<file path="config.mk">
export PLATFORM = sky130hd
export DESIGN_NAME = rle_pair_decoder
export DESIGN_NICKNAME = d
export VERILOG_FILES = /design/src/design/rpd_pkg.sv /design/src/design/rpd_front.sv /design/src/design/rpd_queue.sv /design/src/design/rpd_back.sv /design/src/design/rle_pair_decoder.sv
export SDC_FILE = /design/constraint.sdc
export NUM_CORES = 1
export LEC_CHECK = 0
export BUFFER_PORTS_ARGS = -buffer_cell sky130_fd_sc_hd__clkbuf_2
export CAP_MARGIN = 20
export CORE_MARGIN = 1.5
export CORE_UTILIZATION = 35
export CTS_CLUSTER_SIZE = 25
export DETAILED_ROUTE_END_ITERATION = 7
export GPL_ROUTABILITY_DRIVEN = 1
export PLACE_DENSITY = 0.6
export SLEW_MARGIN = 5
export SYNTH_ARGS = -nofsm -noshare
export SYNTH_HDL_FRONTEND = slang
export SYNTH_SLANG_ARGS = --single-unit
export TNS_END_PERCENT = 1
</file>
<file path="constraint.sdc">
create_clock -name clock -period 7.1 [get_ports clock]
set_clock_uncertainty 0.15 [all_clocks]
set_input_delay 0 -clock clock [delete_from_list [all_inputs] [get_ports clock]]
set_output_delay 0 -clock clock [all_outputs]
set_load 0.02 [all_outputs]
</file>
<file path="src/design/rpd_pkg.sv">
// Shared types and constants for the run-length pair decoder.
package rpd_pkg;

   localparam int LANES       = 8;
   localparam int WORD_LANES  = (LANES > 8) ? 8 : LANES;
   localparam int SIZE_W      = 25;
   localparam int COUNT_W     = 4;
   localparam int QUEUE_DEPTH = 4;
   localparam int QPTR_W      = $clog2(QUEUE_DEPTH);
   localparam int QCNT_W      = $clog2(QUEUE_DEPTH + 1);

   localparam logic [SIZE_W-1:0]  SIZE_RESET = SIZE_W'(65536);
   localparam logic [COUNT_W-1:0] WORD_BYTES = COUNT_W'(WORD_LANES);

   localparam logic KIND_DATA   = 1'b0;
   localparam logic KIND_STATUS = 1'b1;

   typedef struct packed {
      logic [7:0] in_byte;
      logic       in_last;
   } req_type;

   typedef struct packed {
      logic               out_kind;
      logic [63:0]        out_bytes;
      logic [COUNT_W-1:0] byte_count;
      logic               stream_ok;
      logic               run_end;
   } rsp_type;

   // One queued job: expand a run, then optionally report status.
   typedef struct packed {
      logic [7:0] run;
      logic [7:0] value;
      logic       status;
      logic       ok;
   } cmd_type;

endpackage

</file>
<file path="src/design/rpd_front.sv">
// Front end: parses run/value pairs, checks sizes, queues expansion jobs.
module rpd_front (
   input  logic                          clock,
   input  logic                          reset,
   input  logic                          req_valid,
   output logic                          req_ready,
   input  rpd_pkg::req_type              req_data,
   input  logic                          csr_wen,
   input  logic [rpd_pkg::SIZE_W-1:0]    csr_wdata,
   output logic                          cmd_valid,
   input  logic                          cmd_ready,
   output rpd_pkg::cmd_type              cmd
);

   logic [rpd_pkg::SIZE_W-1:0] output_size_ff, output_size_in;
   logic                       expect_value_ff, expect_value_in;
   logic [7:0]                 held_run_ff, held_run_in;
   logic [rpd_pkg::SIZE_W-1:0] produced_ff, produced_in;
   logic                       error_ff, error_in;
   logic                       accept;
   logic [rpd_pkg::SIZE_W:0]   sum;

   assign req_ready = cmd_ready;
   assign accept    = req_valid && req_ready;
   assign sum       = {1'b0, produced_ff} + {(rpd_pkg::SIZE_W - 7)'(0), held_run_ff};

   always_comb begin
      output_size_in  = csr_wen ? csr_wdata : output_size_ff;
      expect_value_in = expect_value_ff;
      held_run_in     = held_run_ff;
      produced_in     = produced_ff;
      error_in        = error_ff;
      cmd.run         = '0;
      cmd.value       = req_data.in_byte;
      cmd.status      = req_data.in_last;
      cmd.ok          = 1'b0;
      if (!expect_value_ff) begin
         held_run_in     = req_data.in_byte;
         expect_value_in = 1'b1;
         if (produced_ff >= output_size_ff || req_data.in_last) begin
            error_in = 1'b1;
         end
      end else begin
         expect_value_in = 1'b0;
         if (!error_ff) begin
            if (sum > {1'b0, output_size_ff}) begin
               error_in = 1'b1;
            end else begin
               cmd.run     = held_run_ff;
               produced_in = sum[rpd_pkg::SIZE_W-1:0];
            end
         end
      end
      cmd.ok    = !error_in && !expect_value_in && (produced_in == output_size_ff);
      cmd_valid = req_valid && (req_data.in_last || (cmd.run != '0));
      if (req_data.in_last) begin
         expect_value_in = 1'b0;
         held_run_in     = '0;
         produced_in     = '0;
         error_in        = 1'b0;
      end
   end

   always_ff @(posedge clock) begin
      if (reset) begin
         output_size_ff  <= rpd_pkg::SIZE_RESET;
         expect_value_ff <= 1'b0;
         held_run_ff     <= '0;
         produced_ff     <= '0;
         error_ff        <= 1'b0;
      end else begin
         output_size_ff <= output_size_in;
         if (accept) begin
            expect_value_ff <= expect_value_in;
            held_run_ff     <= held_run_in;
            produced_ff     <= produced_in;
            error_ff        <= error_in;
         end
      end
   end

endmodule

</file>
<file path="src/design/rpd_queue.sv">
// Small job queue between the front and back ends.
module rpd_queue (
   input  logic             clock,
   input  logic             reset,
   input  logic             push_valid,
   output logic             push_ready,
   input  rpd_pkg::cmd_type push_data,
   output logic             pop_valid,
   input  logic             pop_ready,
   output rpd_pkg::cmd_type pop_data
);

   rpd_pkg::cmd_type            entries_ff [rpd_pkg::QUEUE_DEPTH];
   logic [rpd_pkg::QPTR_W-1:0]  wr_ptr_ff, rd_ptr_ff;
   logic [rpd_pkg::QCNT_W-1:0]  count_ff;
   logic                        do_push, do_pop;

   assign push_ready = (count_ff != rpd_pkg::QCNT_W'(rpd_pkg::QUEUE_DEPTH));
   assign pop_valid  = (count_ff != '0);
   assign pop_data   = entries_ff[rd_ptr_ff];
   assign do_push    = push_valid && push_ready;
   assign do_pop     = pop_valid && pop_ready;

   always_ff @(posedge clock) begin
      if (do_push) begin
         entries_ff[wr_ptr_ff] <= push_data;
      end
   end

   always_ff @(posedge clock) begin
      if (reset) begin
         wr_ptr_ff <= '0;
         rd_ptr_ff <= '0;
         count_ff  <= '0;
      end else begin
         if (do_push) begin
            wr_ptr_ff <= wr_ptr_ff + rpd_pkg::QPTR_W'(1);
         end
         if (do_pop) begin
            rd_ptr_ff <= rd_ptr_ff + rpd_pkg::QPTR_W'(1);
         end
         if (do_push && !do_pop) begin
            count_ff <= count_ff + rpd_pkg::QCNT_W'(1);
         end else if (do_pop && !do_push) begin
            count_ff <= count_ff - rpd_pkg::QCNT_W'(1);
         end
      end
   end

endmodule

</file>
<file path="src/design/rpd_back.sv">
// Back end: expands queued runs into data words and emits status beats.
module rpd_back (
   input  logic             clock,
   input  logic             reset,
   input  logic             job_valid,
   output logic             job_ready,
   input  rpd_pkg::cmd_type job,
   output logic             rsp_valid,
   input  logic             rsp_ready,
   output rpd_pkg::rsp_type rsp_data
);

   logic                           active_ff, active_in;
   logic [7:0]                     rem_ff, rem_in;
   logic [7:0]                     value_ff, value_in;
   logic                           status_ff, status_in;
   logic                           ok_ff, ok_in;
   logic                           rsp_valid_ff, rsp_valid_in;
   rpd_pkg::rsp_type               rsp_ff, rsp_in;
   logic                           out_free;
   logic                           emit;
   logic                           done;
   logic [rpd_pkg::COUNT_W-1:0]    take;
   logic [7:0]                     rem_left;
   logic [63:0]                    word;

   assign out_free = !rsp_valid_ff || rsp_ready;
   assign emit     = active_ff && out_free;
   assign take     = (rem_ff < {(8 - rpd_pkg::COUNT_W)'(0), rpd_pkg::WORD_BYTES})
                     ? rem_ff[rpd_pkg::COUNT_W-1:0] : rpd_pkg::WORD_BYTES;
   assign rem_left = rem_ff - {(8 - rpd_pkg::COUNT_W)'(0), take};
   assign done     = emit && (rem_ff == '0 || (rem_left == '0 && !status_ff));
   assign job_ready = !active_ff || done;

   always_comb begin
      for (int i = 0; i < 8; i++) begin
         word[8*i +: 8] = (rpd_pkg::COUNT_W'(i) < take) ? value_ff : 8'h00;
      end
   end

   always_comb begin
      active_in    = active_ff;
      rem_in       = rem_ff;
      value_in     = value_ff;
      status_in    = status_ff;
      ok_in        = ok_ff;
      rsp_valid_in = rsp_valid_ff && !rsp_ready;
      rsp_in       = rsp_ff;
      if (emit) begin
         rsp_valid_in = 1'b1;
         if (rem_ff != '0) begin
            rsp_in.out_kind   = rpd_pkg::KIND_DATA;
            rsp_in.out_bytes  = word;
            rsp_in.byte_count = take;
            rsp_in.stream_ok  = 1'b0;
            rsp_in.run_end    = (rem_left == '0) && !status_ff;
            rem_in            = rem_left;
         end else begin
            rsp_in.out_kind   = rpd_pkg::KIND_STATUS;
            rsp_in.out_bytes  = '0;
            rsp_in.byte_count = '0;
            rsp_in.stream_ok  = ok_ff;
            rsp_in.run_end    = 1'b1;
         end
      end
      if (done) begin
         active_in = 1'b0;
      end
      if (job_valid && job_ready) begin
         active_in = 1'b1;
         rem_in    = job.run;
         value_in  = job.value;
         status_in = job.status;
         ok_in     = job.ok;
      end
   end

   always_ff @(posedge clock) begin
      if (reset) begin
         active_ff    <= 1'b0;
         rsp_valid_ff <= 1'b0;
      end else begin
         active_ff    <= active_in;
         rsp_valid_ff <= rsp_valid_in;
      end
      rem_ff    <= rem_in;
      value_ff  <= value_in;
      status_ff <= status_in;
      ok_ff     <= ok_in;
      rsp_ff    <= rsp_in;
   end

   assign rsp_valid = rsp_valid_ff;
   assign rsp_data  = rsp_ff;

endmodule

</file>
<file path="src/design/rle_pair_decoder.sv">
// Run-length pair decoder top level: front parser, job queue, word expander.
// A taken value byte's job passes the queue, the expander and the output register.
// Throughput: one input byte per cycle while the 4-entry job queue has room;
// the expander emits one beat per cycle when rsp_ready allows, ceil(run/8) data
// beats plus one status beat on a last byte, so long runs set the sustained rate.
// Reset (synchronous): stream state cleared, queue empty, output_size = 65536.
module rle_pair_decoder (
   input  logic                       clock,
   input  logic                       reset,
   input  logic                       req_valid,
   output logic                       req_ready,
   input  rpd_pkg::req_type           req_data,
   output logic                       rsp_valid,
   input  logic                       rsp_ready,
   output rpd_pkg::rsp_type           rsp_data,
   input  logic                       csr_wen,
   input  logic [rpd_pkg::SIZE_W-1:0] csr_wdata
);

   logic             push_valid, push_ready;
   rpd_pkg::cmd_type push_data;
   logic             job_valid, job_ready;
   rpd_pkg::cmd_type job;

   rpd_front u_front (
      .clock     (clock),
      .reset     (reset),
      .req_valid (req_valid),
      .req_ready (req_ready),
      .req_data  (req_data),
      .csr_wen   (csr_wen),
      .csr_wdata (csr_wdata),
      .cmd_valid (push_valid),
      .cmd_ready (push_ready),
      .cmd       (push_data)
   );

   rpd_queue u_queue (
      .clock      (clock),
      .reset      (reset),
      .push_valid (push_valid),
      .push_ready (push_ready),
      .push_data  (push_data),
      .pop_valid  (job_valid),
      .pop_ready  (job_ready),
      .pop_data   (job)
   );

   rpd_back u_back (
      .clock     (clock),
      .reset     (reset),
      .job_valid (job_valid),
      .job_ready (job_ready),
      .job       (job),
      .rsp_valid (rsp_valid),
      .rsp_ready (rsp_ready),
      .rsp_data  (rsp_data)
   );

endmodule

</file>
==> results_dict.tcl <==
set metrics [dict create \
    outcome "finished clean" \
    coreArea_um2 32700 \
    antenna_found_initial 0 \
    ys_seq_elements 232 \
    worst_slack_ns 1.13 \
    drive_above_1_share 0.177 \
    grt_max_degree 72 \
    htreeDepth 1 \
    hold-worst-slack_ns 0.0795 \
    worst-path-buf-inv 1 \
    io_buffers 111 \
    row_count 66 \
    clock-sinks 232 \
    fin_nets 1271 \
    synth_nets 1109 \
    io_pins 112 \
    dr.pass1.iters 5 \
    crit_type "register to register" \
    synth-seq-area-share 0.535 \
    overflow 0 \
    arrival_ns 6.29 \
    routed_wl_um 28200 \
    slew_headroom 0.293 \
    netSwitchingFraction 0.316 \
    vias 8262 \
    yosys.area.top_type "edfxtp_1" \
    maxCapViolCount 0 \
    p_comb_frac 0.245 \
    cp.required_ns 7.41 \
    synth_most_common_cell "edfxtp_1" \
    cts_hold_buf 62 \
    fin_crit_ns 5.97 \
    cts_tree "built" \
    crit_chain "ha_1, fa_1, a21oi_1, o221ai_1, nand2_1, nor3_1, xor2_1, ha_1, nand2_1, o21ai_0, or3_1, o311ai_0, and3_1, a21oi_1, nor2_2, ha_1, inv_1, fa_1, xor2_1, or3_1, a21oi_1" \
    synth_edf_count 161 \
    fin_util 0.433 \
    hold_viol 0 \
    synth_area_leaders "edfxtp_1, dfxtp_1, ha_1" \
    die-height_um 186 \
    clk_pin_slew_ns 0.06 \
    grt_pass1_wl_um 44600 \
    dp_cells 1518 \
    start_util 0.358 \
    wl_per_cell_um 17.3 \
    syn_area_um2 11700 \
    synth-main-ff-cell "edfxtp_1" \
    fin_cells 1627 \
    max_stage_delay_ns 0.56 \
    setup_viol 0 \
    grt_pass1_vias 8045 \
    die-area_um2 34500 \
    clk_latency_ns 0.55 \
    worst_slew_pin_slew_ns 1.05 \
    post-cts-setup-buffers 0 \
    postSynthAreaPerCell_um2 11.7 \
    area_growth_pct 21.0 \
    synthTopCellsByCount "edfxtp_1, nor2_1, dfxtp_1" \
    min_period_over_period 0.841 \
    grt_usage 0.166 \
    syn_inst 1004 \
    end_kind "register" \
    crit_family "simple AND/OR/NAND/NOR gates" \
    p_leak_nw 5.62 \
    start_kind "register" \
    drtIter0Drc 520 \
    powerDensity_nw_per_um2 316 \
    worst_path_max_delay_cell "nor3_1" \
    synth_warnings 0 \
    die_x_um 186 \
    route.detailed.drc 0 \
    ant_nets 0 \
    hold_class "input port to register" \
    numCtsBuffers 26 \
    cts_resized 0 \
    async_reset_ff_frac 0 \
    irDropWorstVdd_v 0.000161 \
    p_clk_frac 0.306 \
    clockBufferDepth 3 \
    preCtsSetupSlack_ns 1.24 \
    clock-root-buffer "clkbuf_16" \
    path_max_fanout 11 \
    rsz0062_at_grt "no" \
    viasPerCell 5.08 \
    antenna_cells 0 \
    place.gp.congestion 0.894 \
    intPower_w 0.00306 \
    p_switching_w 0.00141 \
    synth_top_area_share 0.413 \
    fmax_mhz 167 \
    ys_types 89 \
    fill_cells 3106 \
    maxSlewViolCount 0 \
    seq_power_share 0.449 \
    dp_hpwl_um 20100 \
    final.setup.tns_ns 0 \
]
cell type report:
| class | count | area [um2] | area share |
|---|---|---|---|
| multi-input cells | 672 | 5030 | 0.356 |
| well taps | 442 | 553 | 0.0391 |
| inverters | 54 | 203 | 0.0143 |
| clock inverters | 15 | 201 | 0.0142 |
| repair buffers | 180 | 1230 | 0.0868 |
| clock buffers | 32 | 683 | 0.0483 |
| flip-flops and latches | 232 | 6260 | 0.442 |
power by group through the flow:
| stage | clock network, W | registers (W) | logic (W) |
|---|---|---|---|
| floorplan | 0 | 0.00214 | 0.000627 |
| global placement | 0 | 0.00203 | 0.00107 |
| detailed placement | 0 | 0.00204 | 0.00108 |
| CTS | 0.00141 | 0.00201 | 0.00112 |
| global route | 0.00146 | 0.00204 | 0.00123 |
| finish | 0.00137 | 0.00201 | 0.00110 |
per-stage QoR:
| stage | area (um2) | total power [W] |
|---|---|---|
| floorplan | 11700 | 0.00276 |
| global placement | 12700 | 0.00310 |
| detailed placement | 12700 | 0.00312 |
| CTS | 14200 | 0.00454 |
| global route | 14200 | 0.00473 |
| finish | 14200 | 0.00447 |
worst paths after layout:
check	start	endpoint	slack, ns	depth (start not counted)
max	u_front.held_run_ff[0]	u_queue.count_ff[2]	1.13	21
min reg2reg	u_queue.rd_ptr_ff[1]	u_queue.rd_ptr_ff[1]	0.34	2
max reg2reg	u_front.held_run_ff[0]	u_queue.count_ff[2]	1.13	21
min	csr_wdata[16]	u_front.output_size_ff[16]	0.08	4
worst register-to-register path: stages (launching register included):
cell and delay [ns]:
dfxtp_1 0.38, ha_1 0.21, fa_1 0.27, a21oi_1 0.12
o221ai_1 0.42, nand2_1 0.40, nor3_1 0.56, xor2_1 0.21
ha_1 0.26, nand2_1 0.07, o21ai_0 0.14, or3_1 0.40
o311ai_0 0.32, and3_1 0.29, a21oi_1 0.13, nor2_2 0.27
ha_1 0.23, inv_1 0.06, fa_1 0.39, xor2_1 0.18
or3_1 0.31, a21oi_1 0.15
cells in the final DEF (no fill, tap or decap), types with 5 or more instances in the layout:
cell type,n
xor2_1,22
o21ai_0,16
buf_4,7
clkbuf_2,111
o21ai_1,12
nand3_1,15
ha_1,64
nand2b_1,10
or4_1,5
and3_1,8
a21o_1,14
clkbuf_16,26
nor2b_1,29
a211oi_1,10
and4_1,5
edfxtp_1,161
mux4_2,18
xnor2_1,27
dfxtp_1,71
and2_1,29
nand2_1,39
nor3_1,19
dlygate4sd3_1,62
inv_1,50
or3_1,6
o211ai_1,9
nand4_1,18
a22oi_1,24
clkbuf_1,5
mux2i_1,28
a21oi_1,48
nor2_1,111
logic make-up (layout without fill, tap and decap cells):
| kind of cell | Yosys count | after routing | share of synthesized area |
|---|---|---|---|
| and+or+nand+nor | 324 | 324 | 0.146 |
| DFF | 232 | 232 | 0.535 |
| AOI/OAI and AO/OA | 182 | 182 | 0.110 |
| buffers and inverters | 100 | 281 | 0.0357 |
| adders and majority gates | 66 | 66 | 0.0719 |
| xor gates and xnor gates | 52 | 52 | 0.0424 |
| muxes | 47 | 47 | 0.0596 |
| other | 1 | 1 | 0.000321 |
registers in the layout, indices dropped and copies added (netlist names), named ones only:
signal and flops:
u_queue.entries_ff 72, u_back.rsp_data 71, u_front.output_size_ff 25, u_front.produced_ff 25, u_back.rem_ff 8, u_back.value_ff 8
u_front.held_run_ff 8, u_queue.count_ff 3, u_queue.rd_ptr_ff 2, u_queue.wr_ptr_ff 2, u_back.active_ff 1, u_back.ok_ff 1
u_back.rsp_valid 1, u_back.status_ff 1, u_front.error_ff 1, u_front.expect_value_ff 1
routing by layer:
metal / global-route usage / part of all wire
met1: 0.221 / 0.45
met4: 0.0571 / 0.030
met5: 0 / 0
met3: 0.0282 / 0.058
met2: 0.274 / 0.46
(Power assumes the default switching activity.)
